$ cat src/rtl/core/rycc_pkg.sv
`timescale 1ns / 1ps

package rycc_pkg;

   localparam int PIXEL_W = 8;
   localparam int OPND_W = PIXEL_W + 2;
   localparam int CHANNELS = 3;
   localparam int COEF_FRAC_BITS_DEFAULT = 16;

   typedef enum logic {
      DIR_RGB_TO_YCC = 1'b0,
      DIR_YCC_TO_RGB = 1'b1
   } dir_type;

   typedef struct packed {
      logic valid;
      dir_type dir;
      logic [PIXEL_W-1:0] alpha;
   } beat_ctl_type;

endpackage

$ cat src/rtl/core/rgb_ycbcr_color_converter_unit.sv
`timescale 1ns / 1ps
// A pixel accepted at a clock edge passes the operand, product, sum and clamp registers on its way to the rsp_ ports.
// Throughput: one pixel per cycle; the four register stages are operand setup,
// multiply, sum and clamp. busy is low in every cycle after the first one out of reset.
// The receiver cannot stall, so no result is ever held back.
// Synchronous reset empties the pipeline and sets the direction to RGB to YCbCr.

module rgb_ycbcr_color_converter_unit #(
   parameter int COEF_FRAC_BITS = rycc_pkg::COEF_FRAC_BITS_DEFAULT
) (
   input  logic clock,
   input  logic reset,
   input  logic start,
   output logic busy,
   input  logic [rycc_pkg::PIXEL_W-1:0] req_first_in,
   input  logic [rycc_pkg::PIXEL_W-1:0] req_second_in,
   input  logic [rycc_pkg::PIXEL_W-1:0] req_third_in,
   input  logic [rycc_pkg::PIXEL_W-1:0] req_alpha_in,
   output logic rsp_valid,
   output logic [rycc_pkg::PIXEL_W-1:0] rsp_first_out,
   output logic [rycc_pkg::PIXEL_W-1:0] rsp_second_out,
   output logic [rycc_pkg::PIXEL_W-1:0] rsp_third_out,
   output logic [rycc_pkg::PIXEL_W-1:0] rsp_alpha_out,
   input  logic csr_valid,
   output logic csr_ready,
   input  logic csr_direction
);
   import rycc_pkg::*;

   localparam int ACC_W = COEF_FRAC_BITS + 15;

   logic busy_ff;
   dir_type direction_ff;
   dir_type direction_in;
   beat_ctl_type opnd_ctl;
   beat_ctl_type acc_ctl;
   logic signed [OPND_W-1:0] opnd [CHANNELS];
   logic signed [ACC_W-1:0] acc [CHANNELS];
   logic [PIXEL_W-1:0] pix [CHANNELS];

   always_comb begin
      direction_in = direction_ff;
      if (csr_valid && csr_ready) begin
         direction_in = dir_type'(csr_direction);
      end
   end

   always_ff @(posedge clock) begin
      if (reset) begin
         busy_ff <= 1'b1;
         direction_ff <= DIR_RGB_TO_YCC;
      end else begin
         busy_ff <= 1'b0;
         direction_ff <= direction_in;
      end
   end

   assign busy = busy_ff;
   assign csr_ready = !busy_ff;

   rycc_operand_stage u_operand (
      .clock(clock),
      .reset(reset),
      .take(start && !busy_ff),
      .dir(direction_ff),
      .first_in(req_first_in),
      .second_in(req_second_in),
      .third_in(req_third_in),
      .alpha_in(req_alpha_in),
      .ctl_out(opnd_ctl),
      .opnd_out(opnd)
   );

   rycc_mul_add #(
      .COEF_FRAC_BITS(COEF_FRAC_BITS),
      .ACC_W(ACC_W)
   ) u_mul_add (
      .clock(clock),
      .reset(reset),
      .ctl_in(opnd_ctl),
      .opnd_in(opnd),
      .ctl_out(acc_ctl),
      .acc_out(acc)
   );

   rycc_saturate #(
      .COEF_FRAC_BITS(COEF_FRAC_BITS),
      .ACC_W(ACC_W)
   ) u_saturate (
      .clock(clock),
      .reset(reset),
      .ctl_in(acc_ctl),
      .acc_in(acc),
      .valid_out(rsp_valid),
      .pix_out(pix),
      .alpha_out(rsp_alpha_out)
   );

   assign rsp_first_out = pix[0];
   assign rsp_second_out = pix[1];
   assign rsp_third_out = pix[2];

   a_beat_in_beat_out: assert property (@(posedge clock) disable iff (reset)
      (start && !busy) |-> ##4 rsp_valid)
      else $error("accepted beat did not come out four cycles later");

   a_no_phantom_beat: assert property (@(posedge clock) disable iff (reset)
      rsp_valid |-> $past(start && !busy, 4))
      else $error("result strobe without an accepted beat");

   a_alpha_follows: assert property (@(posedge clock) disable iff (reset)
      rsp_valid |-> (rsp_alpha_out == $past(req_alpha_in, 4)))
      else $error("alpha does not match its beat");

   a_never_busy: assert property (@(posedge clock) disable iff (reset)
      $past(!reset) |-> !busy)
      else $error("busy raised outside reset recovery");

endmodule

$ cat src/rtl/core/rycc_operand_stage.sv
`timescale 1ns / 1ps

module rycc_operand_stage (
   input  logic clock,
   input  logic reset,
   input  logic take,
   input  rycc_pkg::dir_type dir,
   input  logic [rycc_pkg::PIXEL_W-1:0] first_in,
   input  logic [rycc_pkg::PIXEL_W-1:0] second_in,
   input  logic [rycc_pkg::PIXEL_W-1:0] third_in,
   input  logic [rycc_pkg::PIXEL_W-1:0] alpha_in,
   output rycc_pkg::beat_ctl_type ctl_out,
   output logic signed [rycc_pkg::OPND_W-1:0] opnd_out [rycc_pkg::CHANNELS]
);
   import rycc_pkg::*;

   localparam logic signed [OPND_W-1:0] CHROMA_MID = OPND_W'(255);

   beat_ctl_type ctl_ff;
   beat_ctl_type ctl_in;
   logic signed [OPND_W-1:0] opnd_ff [CHANNELS];
   logic signed [OPND_W-1:0] opnd_in [CHANNELS];

   // In the YCbCr to RGB direction the chroma inputs enter doubled and centered.
   always_comb begin
      ctl_in.valid = take;
      ctl_in.dir = dir;
      ctl_in.alpha = alpha_in;
      opnd_in[0] = signed'({2'b00, first_in});
      if (dir == DIR_YCC_TO_RGB) begin
         opnd_in[1] = signed'({1'b0, second_in, 1'b0}) - CHROMA_MID;
         opnd_in[2] = signed'({1'b0, third_in, 1'b0}) - CHROMA_MID;
      end else begin
         opnd_in[1] = signed'({2'b00, second_in});
         opnd_in[2] = signed'({2'b00, third_in});
      end
   end

   always_ff @(posedge clock) begin
      if (reset) begin
         ctl_ff.valid <= 1'b0;
      end else begin
         ctl_ff.valid <= ctl_in.valid;
      end
      ctl_ff.dir <= ctl_in.dir;
      ctl_ff.alpha <= ctl_in.alpha;
      opnd_ff <= opnd_in;
   end

   assign ctl_out = ctl_ff;
   assign opnd_out = opnd_ff;

endmodule

$ cat src/rtl/core/rycc_mul_add.sv
`timescale 1ns / 1ps

module rycc_mul_add #(
   parameter int COEF_FRAC_BITS = rycc_pkg::COEF_FRAC_BITS_DEFAULT,
   parameter int ACC_W = COEF_FRAC_BITS + 15
) (
   input  logic clock,
   input  logic reset,
   input  rycc_pkg::beat_ctl_type ctl_in,
   input  logic signed [rycc_pkg::OPND_W-1:0] opnd_in [rycc_pkg::CHANNELS],
   output rycc_pkg::beat_ctl_type ctl_out,
   output logic signed [ACC_W-1:0] acc_out [rycc_pkg::CHANNELS]
);
   import rycc_pkg::*;

   localparam int F = COEF_FRAC_BITS;
   localparam int CW = F + 3;
   localparam int PROD_W = CW + OPND_W;

   localparam longint K_YR = ((longint'(299) << F) + 500) / 1000;
   localparam longint K_YG = ((longint'(587) << F) + 500) / 1000;
   localparam longint K_YB = ((longint'(114) << F) + 500) / 1000;
   localparam longint K_CBR = ((longint'(1687) << F) + 5000) / 10000;
   localparam longint K_CBG = ((longint'(3313) << F) + 5000) / 10000;
   localparam longint K_HALF = ((longint'(1) << F) + 1) / 2;
   localparam longint K_CRG = ((longint'(4187) << F) + 5000) / 10000;
   localparam longint K_CRB = ((longint'(813) << F) + 5000) / 10000;
   localparam longint K_RCR = ((longint'(1402) << F) + 500) / 1000;
   localparam longint K_GCB = ((longint'(34414) << F) + 50000) / 100000;
   localparam longint K_GCR = ((longint'(71414) << F) + 50000) / 100000;
   localparam longint K_BCB = ((longint'(1772) << F) + 500) / 1000;
   localparam longint K_UNIT = longint'(1) << (F + 1);

   localparam logic signed [CW-1:0] COEF_TO_YCC [CHANNELS][CHANNELS] = '{
      '{CW'(2 * K_YR), CW'(2 * K_YG), CW'(2 * K_YB)},
      '{CW'(-2 * K_CBR), CW'(-2 * K_CBG), CW'(2 * K_HALF)},
      '{CW'(2 * K_HALF), CW'(-2 * K_CRG), CW'(-2 * K_CRB)}
   };
   localparam logic signed [CW-1:0] COEF_TO_RGB [CHANNELS][CHANNELS] = '{
      '{CW'(K_UNIT), CW'(0), CW'(K_RCR)},
      '{CW'(K_UNIT), CW'(-K_GCB), CW'(-K_GCR)},
      '{CW'(K_UNIT), CW'(K_BCB), CW'(0)}
   };
   localparam logic signed [ACC_W-1:0] CHROMA_OFFS = ACC_W'(longint'(255) << F);

   beat_ctl_type prod_ctl_ff;
   beat_ctl_type acc_ctl_ff;
   logic signed [PROD_W-1:0] prod_ff [CHANNELS][CHANNELS];
   logic signed [PROD_W-1:0] prod_in [CHANNELS][CHANNELS];
   logic signed [ACC_W-1:0] acc_ff [CHANNELS];
   logic signed [ACC_W-1:0] acc_in [CHANNELS];

   always_comb begin
      for (int ch = 0; ch < CHANNELS; ch++) begin
         for (int k = 0; k < CHANNELS; k++) begin
            if (ctl_in.dir == DIR_YCC_TO_RGB) begin
               prod_in[ch][k] = PROD_W'(COEF_TO_RGB[ch][k] * opnd_in[k]);
            end else begin
               prod_in[ch][k] = PROD_W'(COEF_TO_YCC[ch][k] * opnd_in[k]);
            end
         end
      end
   end

   always_comb begin
      for (int ch = 0; ch < CHANNELS; ch++) begin
         acc_in[ch] = ACC_W'(prod_ff[ch][0]) + ACC_W'(prod_ff[ch][1])
            + ACC_W'(prod_ff[ch][2]);
         if (prod_ctl_ff.dir == DIR_RGB_TO_YCC && ch != 0) begin
            acc_in[ch] = acc_in[ch] + CHROMA_OFFS;
         end
      end
   end

   always_ff @(posedge clock) begin
      if (reset) begin
         prod_ctl_ff.valid <= 1'b0;
         acc_ctl_ff.valid <= 1'b0;
      end else begin
         prod_ctl_ff.valid <= ctl_in.valid;
         acc_ctl_ff.valid <= prod_ctl_ff.valid;
      end
      prod_ctl_ff.dir <= ctl_in.dir;
      prod_ctl_ff.alpha <= ctl_in.alpha;
      acc_ctl_ff.dir <= prod_ctl_ff.dir;
      acc_ctl_ff.alpha <= prod_ctl_ff.alpha;
      prod_ff <= prod_in;
      acc_ff <= acc_in;
   end

   assign ctl_out = acc_ctl_ff;
   assign acc_out = acc_ff;

endmodule

$ cat src/rtl/core/rycc_saturate.sv
`timescale 1ns / 1ps

module rycc_saturate #(
   parameter int COEF_FRAC_BITS = rycc_pkg::COEF_FRAC_BITS_DEFAULT,
   parameter int ACC_W = COEF_FRAC_BITS + 15
) (
   input  logic clock,
   input  logic reset,
   input  rycc_pkg::beat_ctl_type ctl_in,
   input  logic signed [ACC_W-1:0] acc_in [rycc_pkg::CHANNELS],
   output logic valid_out,
   output logic [rycc_pkg::PIXEL_W-1:0] pix_out [rycc_pkg::CHANNELS],
   output logic [rycc_pkg::PIXEL_W-1:0] alpha_out
);
   import rycc_pkg::*;

   localparam int SHIFT = COEF_FRAC_BITS + 1;
   localparam logic signed [ACC_W-1:0] TOP = ACC_W'(longint'(255) << SHIFT);

   logic valid_ff;
   logic [PIXEL_W-1:0] alpha_ff;
   logic [PIXEL_W-1:0] pix_ff [CHANNELS];
   logic [PIXEL_W-1:0] pix_in [CHANNELS];

   always_comb begin
      for (int ch = 0; ch < CHANNELS; ch++) begin
         if (acc_in[ch][ACC_W-1]) begin
            pix_in[ch] = '0;
         end else if (acc_in[ch] > TOP) begin
            pix_in[ch] = '1;
         end else begin
            pix_in[ch] = acc_in[ch][SHIFT +: PIXEL_W];
         end
      end
   end

   always_ff @(posedge clock) begin
      if (reset) begin
         valid_ff <= 1'b0;
      end else begin
         valid_ff <= ctl_in.valid;
      end
      alpha_ff <= ctl_in.alpha;
      pix_ff <= pix_in;
   end

   assign valid_out = valid_ff;
   assign pix_out = pix_ff;
   assign alpha_out = alpha_ff;

endmodule

$ cat config.mk
export PLATFORM = sky130hd
export DESIGN_NAME = rgb_ycbcr_color_converter_unit
export DESIGN_NICKNAME = d
export VERILOG_FILES = /design/src/rtl/core/rycc_pkg.sv /design/src/rtl/core/rgb_ycbcr_color_converter_unit.sv /design/src/rtl/core/rycc_operand_stage.sv /design/src/rtl/core/rycc_mul_add.sv /design/src/rtl/core/rycc_saturate.sv
export SDC_FILE = /design/constraint.sdc
export NUM_CORES = 2
export LEC_CHECK = 0
export ABC_CLOCK_PERIOD_IN_PS = 6870
export BUFFER_PORTS_ARGS = -buffer_cell sky130_fd_sc_hd__buf_2
export CAP_MARGIN = 20
export CORE_MARGIN = 2
export CORE_UTILIZATION = 60
export CTS_CLUSTER_SIZE = 20
export DETAILED_ROUTE_END_ITERATION = 8
export PLACE_DENSITY = 0.77
export RECOVER_POWER = 50
export SYNTH_ARGS = -nofsm -noshare
export SYNTH_HDL_FRONTEND = slang
export SYNTH_SLANG_ARGS = --single-unit
export TNS_END_PERCENT = 10
$ cat constraint.sdc
create_clock -name clock -period 6.87 [get_ports clock]
set_clock_uncertainty 0.05 [all_clocks]
set_input_delay 1.374 -clock clock [delete_from_list [all_inputs] [get_ports clock]]
set_output_delay 1.374 -clock clock [all_outputs]
set_load 0.01 [all_outputs]
==> flow_summary.json <==
{
  "layout_setup_ws_ps": 647,
  "reg2regPathDepth": 16,
  "die_h_um": 256,
  "num_vias": 28000,
  "grt.overflow.total": 0,
  "layout.nets": 5270,
  "gp_congestion": 1.05,
  "postSynth.asyncResetShare": 0,
  "cts_buffer_depth": 3,
  "drt-total-wl_um": 99500,
  "grt_pass1_wl_um": 156000,
  "critical_path_class": "register to register",
  "cp.depth": 16,
  "path_delay_family": "adder cells",
  "finalMaxSlewViolations": 208,
  "cts.sinks": 330,
  "critPathRequiredTime_ps": 7220,
  "synth_edf_count": 0,
  "place_ws_ps": 742,
  "max-cap-violations": 3,
  "outcome": "complete, but fails checks",
  "wire_per_inst_um": 20.1,
  "min_path_cells": 0,
  "cp.buffers_inverters": 2,
  "io_buffer_count": 71,
  "yosysSeqAreaShare": 0.174,
  "finalHoldViolations": 0,
  "crit_path_cell_trace": "fa_1 > ha_1 > inv_1 > fa_1 > fa_1 > fa_1 > inv_1 > ha_1 > a2111oi_0 > nor2_1 > o31ai_1 > nand2b_1 > a41o_1 > o41ai_1 > xnor2_1 > o21ai_0",
  "cts_tree": "done",
  "io_pins": 72,
  "fin_crit_ps": 6220,
  "synth_area_um2": 38000,
  "clockRootBuffer": "clkbuf_16",
  "drt_pass1_iterations": 6,
  "min_from": "u_mul_add.prod_ctl_ff[6]$_DFF_P_",
  "antenna_cells": 0,
  "slew_headroom": -1.04,
  "drtAntennaViolNets": 0,
  "min_to": "u_mul_add.ctl_out[6]$_DFF_P_",
  "reg2reg_to": "u_mul_add.prod_ff[199]$_DFF_P_",
  "drc": 0,
  "core_area_um2": 62900,
  "htreeDepth": 2,
  "design_area_um2": 40800,
  "syn_area_per_cell_um2": 9.56,
  "netlist_instances": 3976,
  "syn2layout_area_growth_pct": 7.39,
  "vias_per_cell": 5.65,
  "hp-class": "register to register",
  "end_kind": "register",
  "postPlaceCellArea_um2": 39500,
  "final_layout_size_suffix_gt1_frac": 0.0454,
  "r2r_slack_ps": 650,
  "clkTransAtPathRegs_ps": 70,
  "cts_setup_buffers": 0,
  "die_area_um2": 65300,
  "startpoint_type": "register",
  "ys_ff_latch": 330,
  "critPathMaxFanout": 10,
  "first_global_vias": 28200,
  "worstMarginPinSlew_ps": 3060,
  "antenna_found_initial": 4,
  "synth.distinct_cells": 84,
  "grt_max_degree": 96,
  "postCtsHoldBufs": 0,
  "worst_skew_pair.late_latency_ps": 590,
  "synth.net_count": 5176,
  "yosysWarnings": 0,
  "setup_tns_ps": 0,
  "rows": 92,
  "drtIter0Drc": 2484,
  "fmax_mhz": 161,
  "cts_buffers": 39,
  "cpPeakStageDelay_ps": 710,
  "cts.repair.resized": 0,
  "start_util": 0.604,
  "violations": "max-capacitance violations, max-slew violations",
  "cpMaxStageDelayCell": "dfxtp_1",
  "rsz0062_at_grt": "no",
  "hpwl_um": 83800,
  "cpMostUsedCell": "fa_1",
  "synthFlopType": "dfxtp_1",
  "die_x_um": 256,
  "setup_violations": 0,
  "min_period_over_period": 0.906,
  "grtUsageTotal": 0.307,
  "crit_arrival_ps": 6580,
  "worstReg2RegStart": "u_operand.opnd_out[5]$_DFF_P_"
}
-- metrics by stage --
step | util | instances | hold slack (ps)
2_1_floorplan | - | 3976 | 260
3_3_place_gp | 0.628 | 4875 | 260
3_5_place_dp | 0.628 | 4875 | 264
4_1_cts | 0.650 | 4945 | 276
5_1_grt | 0.649 | 4945 | 278
6_report | 0.649 | 4945 | 274
-- worst max path at each step --
stage,end,from
floorplan,u_mul_add.prod_ff[140]$_DFF_P_,u_operand.opnd_out[18]$_SDFF_PN0_
global placement,u_mul_add.prod_ff[143]$_DFF_P_,u_operand.opnd_out[13]$_DFF_P_
detailed placement,u_mul_add.prod_ff[199]$_DFF_P_,u_operand.opnd_out[1]$_DFF_P_
CTS,u_mul_add.prod_ff[199]$_DFF_P_,u_operand.opnd_out[5]$_DFF_P_
global route,u_mul_add.prod_ff[199]$_DFF_P_,u_operand.opnd_out[5]$_DFF_P_
finish,u_mul_add.prod_ff[199]$_DFF_P_,u_operand.opnd_out[5]$_DFF_P_
-- logic make-up (layout without fill, tap and decap cells) --
| group | count (synthesis) | in the layout | synth area share |
|---|---|---|---|
| xor+xnor | 238 | 238 | 0.0549 |
| fa+ha+maj | 1163 | 1163 | 0.472 |
| buf+inv | 820 | 943 | 0.0810 |
| flops | 330 | 330 | 0.174 |
| mux | 39 | 39 | 0.0111 |
| compound gates | 663 | 663 | 0.115 |
| simple gates | 723 | 723 | 0.0922 |
-- cells in the final DEF (no fill, tap or decap), drive strengths merged, types with 26 or more instances in the layout --
| master | n |
|---|---|
| xnor2 | 147 |
| nand3 | 61 |
| ha | 715 |
| inv | 779 |
| nor2 | 241 |
| fa | 448 |
| a211oi | 26 |
| nor3 | 63 |
| a21o | 83 |
| nor2b | 44 |
| buf | 61 |
| o21ai | 144 |
| nand2b | 28 |
| and3 | 27 |
| clkbuf | 86 |
| o21a | 33 |
| and2 | 26 |
| o21bai | 31 |
| dfxtp | 330 |
| a21oi | 181 |
| nand2 | 139 |
| xor2 | 91 |
-- flip-flops by register name, summed over array words and instances, names as in the netlist --
name,count
u_mul_add.prod_ctl_ff,10
u_operand.opnd_out,26
u_mul_add.prod_ff,199
direction_ff,1
u_operand.ctl_out,10
busy,1
u_mul_add.acc_out,41
u_saturate.pix_out,24
u_saturate.valid_out,1
u_saturate.alpha_out,8
u_mul_add.ctl_out,9
-- metal layers --
layer | GRT usage | share of wire
met2 | 0.479 | 0.44
met4 | 0.137 | 0.049
met1 | 0.413 | 0.42
met5 | 0 | 0
met3 | 0.0645 | 0.087
-- final cells by class --
cell class,count,area (um^2)
fill,5122,22100
clock inverter,23,345
tap,846,1060
multi-input combinational,2826,28300
clock buffer,47,1080
inverter,773,2900
timing repair buffer,100,518
sequential,330,6610
-- cell usage after synthesis (all sizes together), types with 27 or more instances --
cell	count	area, um^2
inv	773	2900
ha	715	8950
fa	448	8970
dfxtp	330	6610
nor2	241	905
a21oi	181	910
xnor2	147	1290
o21ai	144	724
nand2	139	522
xor2	91	797
a21o	83	623
nor3	63	315
nand3	61	305
nor2b	44	275
clkbuf	40	150
o21a	33	248
o21bai	31	233
nand2b	28	175
and3	27	169
Power is left out: the tool's default activity adds up to more than one toggle a clock period on the data nets, which glitch-free logic cannot reach.
